<file path="src/rtl/ced_pkg.sv">
// Shared constants, types and the divider step for the cell exit distance block.
`default_nettype none
package ced_pkg;

  localparam int POS_INT_BITS = 10;
  localparam int FRAC_BITS    = 14;
  localparam int POS_W        = POS_INT_BITS + FRAC_BITS;
  localparam int DIR_W        = 16;
  localparam int THR_W        = 15;
  localparam int DIST_W       = 16 + FRAC_BITS;
  localparam int OFS_W        = FRAC_BITS + 1;
  localparam int NUM_W        = OFS_W + FRAC_BITS;
  localparam int REM_W        = DIR_W + 1;
  localparam int DIV_STEPS    = NUM_W;
  localparam int IN_W         = 3 * POS_W + 3 * DIR_W;
  localparam int IN_BYTES_W   = ((IN_W + 7) / 8) * 8;
  localparam int OUT_BYTES_W  = ((DIST_W + 7) / 8) * 8;

  localparam logic [THR_W-1:0] THR_RESET = THR_W'(16);

  // One restoring division step: partial remainder, quotient bit.
  typedef struct packed {
    logic [REM_W-1:0] rem;
    logic             qbit;
  } div_step_t;

  function automatic div_step_t div_step(input logic [REM_W-1:0] rem,
                                         input logic             nbit,
                                         input logic [DIR_W-1:0] den);
    logic [REM_W-1:0] sh;
    logic [REM_W-1:0] dx;
    div_step_t        r;
    sh = {rem[REM_W-2:0], nbit};
    dx = {1'b0, den};
    if (sh >= dx) begin
      r.rem  = sh - dx;
      r.qbit = 1'b1;
    end else begin
      r.rem  = sh;
      r.qbit = 1'b0;
    end
    return r;
  endfunction

endpackage
`default_nettype wire

</file>
<file path="src/rtl/ced_prep.sv">
// Front stage of one axis: face offset, component magnitude and parallel test.
`default_nettype none
module ced_prep import ced_pkg::*; (
  input  wire logic             clk_i,
  input  wire logic             en_i,
  input  wire logic [POS_W-1:0] pos_i,
  input  wire logic [DIR_W-1:0] dir_i,
  input  wire logic [THR_W-1:0] thr_i,
  output logic      [NUM_W-1:0] num_o,
  output logic      [DIR_W-1:0] den_o,
  output logic                  act_o
);

  logic [FRAC_BITS-1:0] frac;
  logic                 neg;
  logic [DIR_W-1:0]     mag;
  logic [OFS_W-1:0]     ofs;
  logic [NUM_W-1:0]     num_d, num_q;
  logic [DIR_W-1:0]     den_q;
  logic                 act_d, act_q;

  // Offset to the face ahead; a zero offset counts as one whole cell
  always_comb begin
    frac = pos_i[FRAC_BITS-1:0];
    neg  = dir_i[DIR_W-1];
    mag  = neg ? (~dir_i + DIR_W'(1)) : dir_i;
    if (neg) ofs = {1'b0, frac};
    else     ofs = {1'b1, {FRAC_BITS{1'b0}}} - {1'b0, frac};
    if (ofs == '0) ofs = {1'b1, {FRAC_BITS{1'b0}}};
    num_d = {ofs, {FRAC_BITS{1'b0}}};
    act_d = mag > {{(DIR_W-THR_W){1'b0}}, thr_i};
  end

  always_ff @(posedge clk_i) begin
    if (en_i) begin
      num_q <= num_d;
      den_q <= mag;
      act_q <= act_d;
    end
  end

  assign num_o = num_q;
  assign den_o = den_q;
  assign act_o = act_q;

endmodule
`default_nettype wire

</file>
<file path="config.mk">
export PLATFORM = sky130hd
export DESIGN_NAME = ced_prep
export DESIGN_NICKNAME = d
export VERILOG_FILES = /design/src/rtl/ced_pkg.sv /design/src/rtl/ced_prep.sv
export SDC_FILE = /design/constraint.sdc
export NUM_CORES = 1
export LEC_CHECK = 0
export BUFFER_PORTS_ARGS = -buffer_cell sky130_fd_sc_hd__buf_2
export CAP_MARGIN = 20
export CELL_PAD_IN_SITES_DETAIL_PLACEMENT = 0
export CELL_PAD_IN_SITES_GLOBAL_PLACEMENT = 1
export CORE_MARGIN = 2
export CORE_UTILIZATION = 35
export DETAILED_ROUTE_END_ITERATION = 16
export GPL_TIMING_DRIVEN = 1
export HOLD_SLACK_MARGIN = 0.06
export MAX_ROUTING_LAYER = met4
export PLACE_DENSITY = 0.88
export SLEW_MARGIN = 20
export SYNTH_ARGS = -nofsm -noshare
export SYNTH_HDL_FRONTEND = slang
export SYNTH_SLANG_ARGS = --single-unit
</file>
<file path="constraint.sdc">
create_clock -name clk_i -period 9.8 [get_ports clk_i]
set_clock_uncertainty 0.1 [all_clocks]
set_input_delay 1.96 -clock clk_i [delete_from_list [all_inputs] [get_ports clk_i]]
set_output_delay 1.96 -clock clk_i [all_outputs]
set_load 0.01 [all_outputs]
</file>
# Word level (Yosys, flattened, before mapping)
# Index checks and enable logic that the tools add are counted.
totals:
  register_bits: 32
classes:
  n_addsub: 2
  order_cmp: 1
  n_mux: 2
  bitwise: 1
  n_reduce_logical: 1
ops:
  columns: ["operator", "count"]
  rows:
  - ["$add 16x1->16 const B", 1]
  - ["$gt 16x15->1", 1]
  - ["$mux 16", 1]
  - ["$not 16->16", 1]
  - ["$logic_not 15->1", 1]
  - ["$mux 15", 1]
  - ["$sub 15x14->15 const A", 1]

# Logic depth before layout (Yosys ltp)
# Gate-level depths: netlist (run 1).
logic_depth:
  depth_word: 4
  depth_mapped: 12
  ltp_nobuf: 12

# Worst setup path before layout (run 1)
# No wires, ideal clock.
synth_path:
  path_kind: "input to register"
  from: "input dir_i[2]"
  to: "register act_q (netlist: act_o), data pin"
  setup_time_ns: 0.264
  arrival_ns: 4.070
  t_required_ns: 9.436
  slack_ns: 5.366
  stages: 11
  path_buffers: 0
  path_cell_list: "nor4_2 -> nand2b_1 -> or4_4 -> o31ai_4 -> xnor2_1 -> ha_1 -> a21o_1 -> a21oi_1 -> o21ai_0 -> a21oi_1 -> nand2_1"
synth_between:
  elab_chain_cells: 4
synth_lines:
  columns: ["item", "line_no", "source"]
  rows:
  - ["start: declaration", "ced_prep.sv:7", "input wire logic [DIR_W-1:0] dir_i,"]
  - ["$not 16->16", "ced_prep.sv:26", "mag = neg ? (~dir_i + DIR_W'(1)) : dir_i;"]
  - ["$add 16x1->16", "ced_prep.sv:26", null]
  - ["$mux 16", "ced_prep.sv:26", null]
  - ["named net mag[13]", "ced_prep.sv:16", "logic [DIR_W-1:0] mag;"]
  - ["$gt 16x15->1", "ced_prep.sv:31", "act_d = mag > {{(DIR_W-THR_W){1'b0}}, thr_i};"]
  - ["named net act_d", "ced_prep.sv:20", "logic act_d, act_q;"]
  - ["end signal: assignment", "ced_prep.sv:38", "act_q <= act_d;"]
  - ["end: declaration", "ced_prep.sv:20", null]
# The timed path passes the listed nets, and every way through them passes these cells.
# A chain may end at the register's enable or synchronous reset.

# Final worst setup path (run 1)
# Same ends and word-level chain as after synthesis.

==> results of run 1 <==
state kept, by name, summed over array words and instances, names as in the netlist:
signal	cells
den_o	16
num_o	15
act_o	1
path summary, 6_finish.rpt:
path	from	endpoint	cells past startpoint
setup / recovery	dir_i[2]	act_o	12
hold / removal	dir_i[0]	den_o[0]	1
layer usage:
metal | part of all wire, % | up-vias | wire (um)
li1 | - | 923 | -
met1 | 41 | 823 | 2040
met2 | 50 | 77 | 2500
met3 | 6.3 | 10 | 313
met4 | 2.5 | 0 | 123
met5 | 0 | - | 0
synthesized netlist by cell type, drive strengths merged (3+ instances only):
| library cell | n | area [um2] |
|---|---|---|
| edfxtp | 32 | 961 |
| inv | 24 | 90.1 |
| ha | 18 | 225 |
| buf | 15 | 116 |
| nor2 | 13 | 48.8 |
| xnor2 | 13 | 114 |
| a21oi | 12 | 67.6 |
| nand2 | 12 | 45.0 |
| o21ai | 12 | 60.1 |
| xor2 | 11 | 96.3 |
| a21o | 5 | 38.8 |
| nor3 | 4 | 31.3 |
| nor4 | 4 | 58.8 |
| clkbuf | 3 | 11.3 |
| nand2b | 3 | 18.8 |
| nand3 | 3 | 15.0 |
| nand4 | 3 | 18.8 |
| or3 | 3 | 18.8 |
metrics by stage:
stage | utilization (%) | worst slack [ns] | cells | total power [mW] | area, um2
global placement | 42.7 | 4.98 | 369 | 0.262 | 2730
floorplan | - | 5.37 | 232 | 0.230 | 2370
CTS | 44.0 | 5.24 | 377 | 0.362 | 2810
detailed placement | 42.7 | 4.95 | 369 | 0.265 | 2730
global route | 44.0 | 5.05 | 377 | 0.377 | 2810
finish | 44.0 | 5.26 | 377 | 0.356 | 2810
cell families after synthesis:
kind of cell,count (synthesis)
and+or+nand+nor,54
adders and majority gates,18
other,1
AOI/OAI and AO/OA,46
DFF,32
buffers and inverters,42
xor gates and xnor gates,24
muxes,2
power breakdown:
part	internal (mW)	total, mW	switching, mW
Clock	0.0494	0.0950	0.0456
Combinational	0.0372	0.0899	0.0526
Sequential	0.168	0.171	0.00285
Total	0.255	0.356	0.101
cell type report:
type	count	area (um2)	share of cell area, %
multi-input combinational	158	1190	42.4
sequential	32	961	34.2
timing repair buffer	78	390	13.9
tap	77	96.3	3.43
inverter	24	90.1	3.21
clock buffer	7	76.3	2.72
clock inverter	1	3.75	0.134
placed cells by master (no fill, tap or decap), types with 2 or more instances in the layout:
| cell | count |
|---|---|
| a21oi_2 | 2 |
| nor4_2 | 3 |
| mux2i_1 | 2 |
| o21ai_0 | 9 |
| or3_1 | 3 |
| a32oi_1 | 2 |
| ha_1 | 18 |
| conb_1 | 14 |
| edfxtp_1 | 32 |
| o41ai_1 | 2 |
| nand3_1 | 3 |
| a21o_1 | 4 |
| a21oi_1 | 10 |
| inv_1 | 23 |
| clkbuf_1 | 2 |
| buf_2 | 78 |
| xnor2_1 | 13 |
| clkbuf_8 | 5 |
| a31oi_1 | 2 |
| xor2_1 | 11 |
| nand2b_1 | 3 |
| o21ai_1 | 3 |
| nor2b_1 | 2 |
| nand4_1 | 3 |
| nand2_1 | 12 |
| nor2_1 | 13 |
| nor3_1 | 3 |
==> key figures, run 1 <==
Detailed routing
  • Routed len/inst: 13.2 um
  • Drt drc: 0
  • DR vias/cell: between 4 and 5
  • Detailed Route WL: just under 5000 um
  • Via count: between 1.5k and 2k
  • Detail Route Antenna Nets: 0
  • Drt first pass iters: 4
  • Drt initial violations: 29

Timing
  • Final hold violations: 0
  • Final count of negative-setup-slack endpoints: 0
  • Fin. max-slew vios: 0
  • RSZ-0062 raised after global routing: false
  • Worst-Margin Slew: roughly 0.73 ns
  • Rel. slew slack: 51.4%
  • Period utilization: a little under half
  • Setup_tns: 0 ns
  • Final worst path period need: 4.54 ns
  • Worst hold slack: approximately 1.8 ns
  • Achievable Freq: 220 MHz

Outcome
  • Outcome: completed

Layout
  • Final net count: around 370
  • Filler cells: about 630
  • Area grow syn2layout: 21.0%
  • Diodes inserted: 0
  • Share of post-route cells with drive strength above 1: between 30% and 40%

Global routing
  • GR Util All Layers: approximately 14%
  • Global route total overflow: 0
  • First-pass GRT wire length: slightly below 8000 um
  • GR met3 Demand/Resource: 3.21%
  • Busiest grt layer: met2
  • Pin count of the biggest net entering global routing: 33
  • Antenna violations before repair: 0
  • Met2 usage: between 20% and 30%
  • Global routing usage on met1: 16.1%
  • Vias in the first global route: 1,751

Synth
  • Seq/Total Area, Yosys: 41.4%
  • Register bit total from synthesis: 32
  • Mux contribution to synthesized area: 0.863%
  • Post-Synth Adder-Cell Area: about a tenth
  • Post-Synth XOR/XNOR Area: 9.06%
  • Post-synth EDFFs: 32
  • Post-Synth Simple-Gate Area: roughly 15%
  • Main combinational cell family by area after synthesis: simple AND/OR/NAND/NOR gates
  • Post-synthesis cell type count: 49
  • Post-synth ARST share: 0%
  • Synth Area in Compound Gates: 14.4%
  • Cells after Synth: about 220
  • Synthesized area per cell: 10.6 um2
  • Yosys warnings: 0
  • Ys flop type: edfxtp_1
  • Post-synthesis cell area: ~2300 um2

Critical path
  • Slowest CP cell: or4_4
  • CP Launch Type: input pin
  • Critical Path AT: 4.46 ns
  • Critical path endpoint category: register
  • CP delay by family, top: simple AND/OR/NAND/NOR gates
  • CP required: 9.72 ns
  • CP Cell Sequence: buf_2 -> nor4_2 -> nand2b_1 -> or4_4 -> o31ai_4 -> xnor2_1 -> ha_1 -> a21o_1 -> a21oi_1 -> o21ai_0 -> a21oi_1 -> nand2_1
  • CP most frequent cell: a21oi_1
  • CP Max Fanout: 5
  • Max incr delay on CP: roughly 0.56 ns
  • Buf+Inv Stages, Crit Path: 1
  • Critical path type: input pin to register

Clock network
  • TritonCTS clock tree: built
  • Total setup buffers inserted after CTS: 0
  • Longest Clk Path Bufs: 2
  • Post-CTS Resized: 0
  • Clock net sink count: 32
  • Cts hold-fix bufs: 0
  • TritonCTS Buffers: 5
  • Clock slew at reported path FFs: approximately 0.06 ns
  • Root Buffer: clkbuf_8
  • Max H-tree Level: 2

Power and ir drop
  • Maximum vdd drop: ~0.000054 V
  • PwrDens: ~130 nW/um2
  • P_leak: 1.27 nW

Die
  • Die span in y: between 80 and 90 um
  • Die W: between 80 and 90 um
  • Initial Utilization: 36.3%
  • Core ar.: between 6000 and 7000 um2
  • IO Pins: slightly above 100
  • # rows: 29
  • Die area: between 7000 and 8000 um2

Hold path
  • Hold crit path type: input pin to register

Flow run
  • Max Cap Viol: 0

Place
  • Placer Congestion: ~0.9
  • HPWL after DPL: 3940 um
  • Buffers on Ports: between 70 and 80
No activity file was read; power rests on OpenSTA's default activity.
==> inputs of run 2 (changes only) <==
Settings changed: ABC_AREA from default to 1, CORE_UTILIZATION 35 to 31, PLACE_DENSITY 0.88 to 0.85.
Clock period 9.8 ns to 3.6 ns, I/O delays scaled along.
==> run 2 against run 1 <==
Sequential share of layout area decreased by 1.1 points. Clock power grew to 3.0 times the previous value. Non-clock buffer count is 1 higher. Sequential power grew to 2.7 times the previous value.
==> key figures, run 2 <==
Outcome
  • Outcome: completed

Synth
  • Post-synthesis cell area: 2370 um2
  • Post-synthesis cell type count: 34
  • Ys flop type: edfxtp_1
  • Post-synth EDFFs: 32
  • Yosys warnings: 0
  • Register bit total from synthesis: 32
  • Cells after Synth: about 290
  • Seq/Total Area, Yosys: about two fifths
  • Post-synth top area cell: edfxtp_1
  • Top-count cell post-synth: nand2_1
  • Post-synth ARST share: 0%
  • Top-area cell type share of the netlist area: roughly 40%
  • Post-synth top cells: nand2_1, inv_1, edfxtp_1
  • Synthesized area per cell: between 8 and 9 um2
  • Ranking of synthesized cells by area: edfxtp_1, ha_1, nand2_1

Layout
  • Diodes inserted: 0
  • Largest register FFs: 16
  • Most common cell after layout, fill and taps aside: buf_2
  • Share of post-route cells with drive strength above 1: 30.1%
  • Multi-input gate area: ~1100 um2
  • Filler cells: between 700 and 800
  • Final net count: roughly 440
  • Reg area: between 900 and 1000 um2
  • Area grow syn2layout: 22.3%
  • Most frequent cells in the layout: buf_2, nand2_1, inv_1
  • Design Area, Final: 2900 um2

Timing
  • RSZ-0062 raised after global routing: false
  • Rel. slew slack: 52.7%
  • Achievable Freq: about 320 MHz
  • Worst-Margin Slew: 0.710 ns
  • Period utilization: 87.9%
  • Final hold violations: 0
  • Setup_tns: 0 ns
  • Final count of negative-setup-slack endpoints: 0
  • Fin. max-slew vios: 0
  • Final worst path period need: roughly 3.2 ns

Clock network
  • Cts hold-fix bufs: 0
  • Clock slew at reported path FFs: about 0.07 ns
  • Longest Clk Path Bufs: 2
  • Clock net sink count: 32
  • TritonCTS Buffers: 5
  • Root Buffer: clkbuf_8
  • Max H-tree Level: 2
  • Post-CTS Resized: 0
  • Total setup buffers inserted after CTS: 0
  • TritonCTS clock tree: built

Global routing
  • Met2 usage: 21.8%
  • GR met3 Demand/Resource: under 10%
  • First-pass GRT wire length: 8530 um
  • GR Util All Layers: 13.2%
  • Global routing usage on met1: ~16%
  • Antenna violations before repair: 0
  • Global route total overflow: 0
  • Pin count of the biggest net entering global routing: 33
  • Vias in the first global route: between 1.5k and 2k
  • Busiest grt layer: met2

Detailed routing
  • Drt first pass iters: 4
  • DR vias/cell: approximately 4.3
  • Detail Route Antenna Nets: 0
  • Drt drc: 0
  • Via count: between 2k and 2.5k
  • Drt initial violations: 84
  • Detailed Route WL: about 5200 um
  • Routed len/inst: 11.1 um

Die
  • Core ar.: around 7300 um2
  • Die area: 8370 um2
  • Die W: a little over 90 um
  • IO Pins: 103
  • # rows: 31
  • Die span in y: around 90 um
  • Initial Utilization: between 30% and 40%

Place
  • Cell Area, Placed: approximately 2800 um2
  • Buffers on Ports: 78
  • HPWL after DPL: approximately 4400 um
  • Placer Congestion: 0.916

Power and ir drop
  • Maximum vdd drop: 0.000125 V
  • PwrDens: 342 nW/um2
  • P_leak: roughly 1.5 nW

Critical path
  • CP required: approximately 3.7 ns
  • Critical path endpoint category: register
  • Critical path type: input pin to register
  • CP Max Fanout: 4
  • Critical Path AT: roughly 3.2 ns
  • CP Launch Type: input pin
  • CP startpoint: dir_i[0]

Hold path
  • HP Start: dir_i[0]
  • Hold crit path type: input pin to register

Flow run
  • Max Cap Viol: 0
[run 2: cell count changes after synthesis, sizes merged, moves of 5 or more]
cell | before | now
a21o | 5 | 0
inv | 24 | 51
nand2 | 12 | 69
nand3 | 3 | 21
nor2 | 13 | 31
o21ai | 12 | 7
xnor2 | 13 | 5
[run 2: kinds of logic (layout without fill, tap and decap cells)]
kind of cell             count (synthesis)  count (layout)  share of synthesized area, %
AO/OA/AOI/OAI                           21              21                          4.96
buffers and inverters                   70             139                          13.9
XOR/XNOR                                13              13                          4.80
AND/OR/NAND/NOR                        132             132                          26.3
flip-flops                              32              32                          40.5
other                                    1              14                         0.158
adder cells (fa/ha/maj)                 18              18                          9.49
[run 2: final cells by class]
class	count	share of cell area, %
well taps	99	4.27
clock buffers	5	2.37
clock inverters	3	0.819
flip-flops and latches	32	33.1
repair buffers	79	13.7
inverters	52	6.72
multi-input cells	198	39.0
[run 2: worst max-delay path: stages]
cell,delay (ns)
buf_2,0.12
inv_1,0.07
ha_1,0.14
inv_1,0.05
nor3_1,0.20
nand3_1,0.14
nor2_1,0.24
a41oi_1,0.17
xor2_1,0.19
ha_1,0.29
inv_1,0.05
nor3_1,0.26
nor3b_1,0.27
o21ai_0,0.12
nand3_1,0.08
nand2_1,0.05
nand2_1,0.05
[run 2: final timing paths]
path,end,cells after the start,slack [ns]
max,act_o,17,0.43
min,den_o[0],1,0.55
[run 2: per-stage QoR]
step                      setup WS [ns]  hold slack, ns  util, %  total power, mW  cells
after floorplan                   0.628           0.719        -            0.630    300
after global placement            0.141           0.840     38.3            0.715    460
after detailed placement          0.157           0.849     38.3            0.722    460
after CTS                         0.447           0.543     39.6             1.00    468
after global routing             0.0957           0.537     39.6             1.05    468
final                             0.435           0.553     39.6            0.992    468
[run 2: routing by layer]
layer	part of all wire (%)	vias to the layer above
met4	2.1	0
met2	47	73
met1	44	868
met3	6.6	9
met5	0	-
li1	-	1052
[run 2: report_power, final]
part / internal, mW / total (mW) / switching (mW)
clock network: 0.137 / 0.281 / 0.145
logic: 0.0966 / 0.249 / 0.153
registers: 0.454 / 0.462 / 0.00770
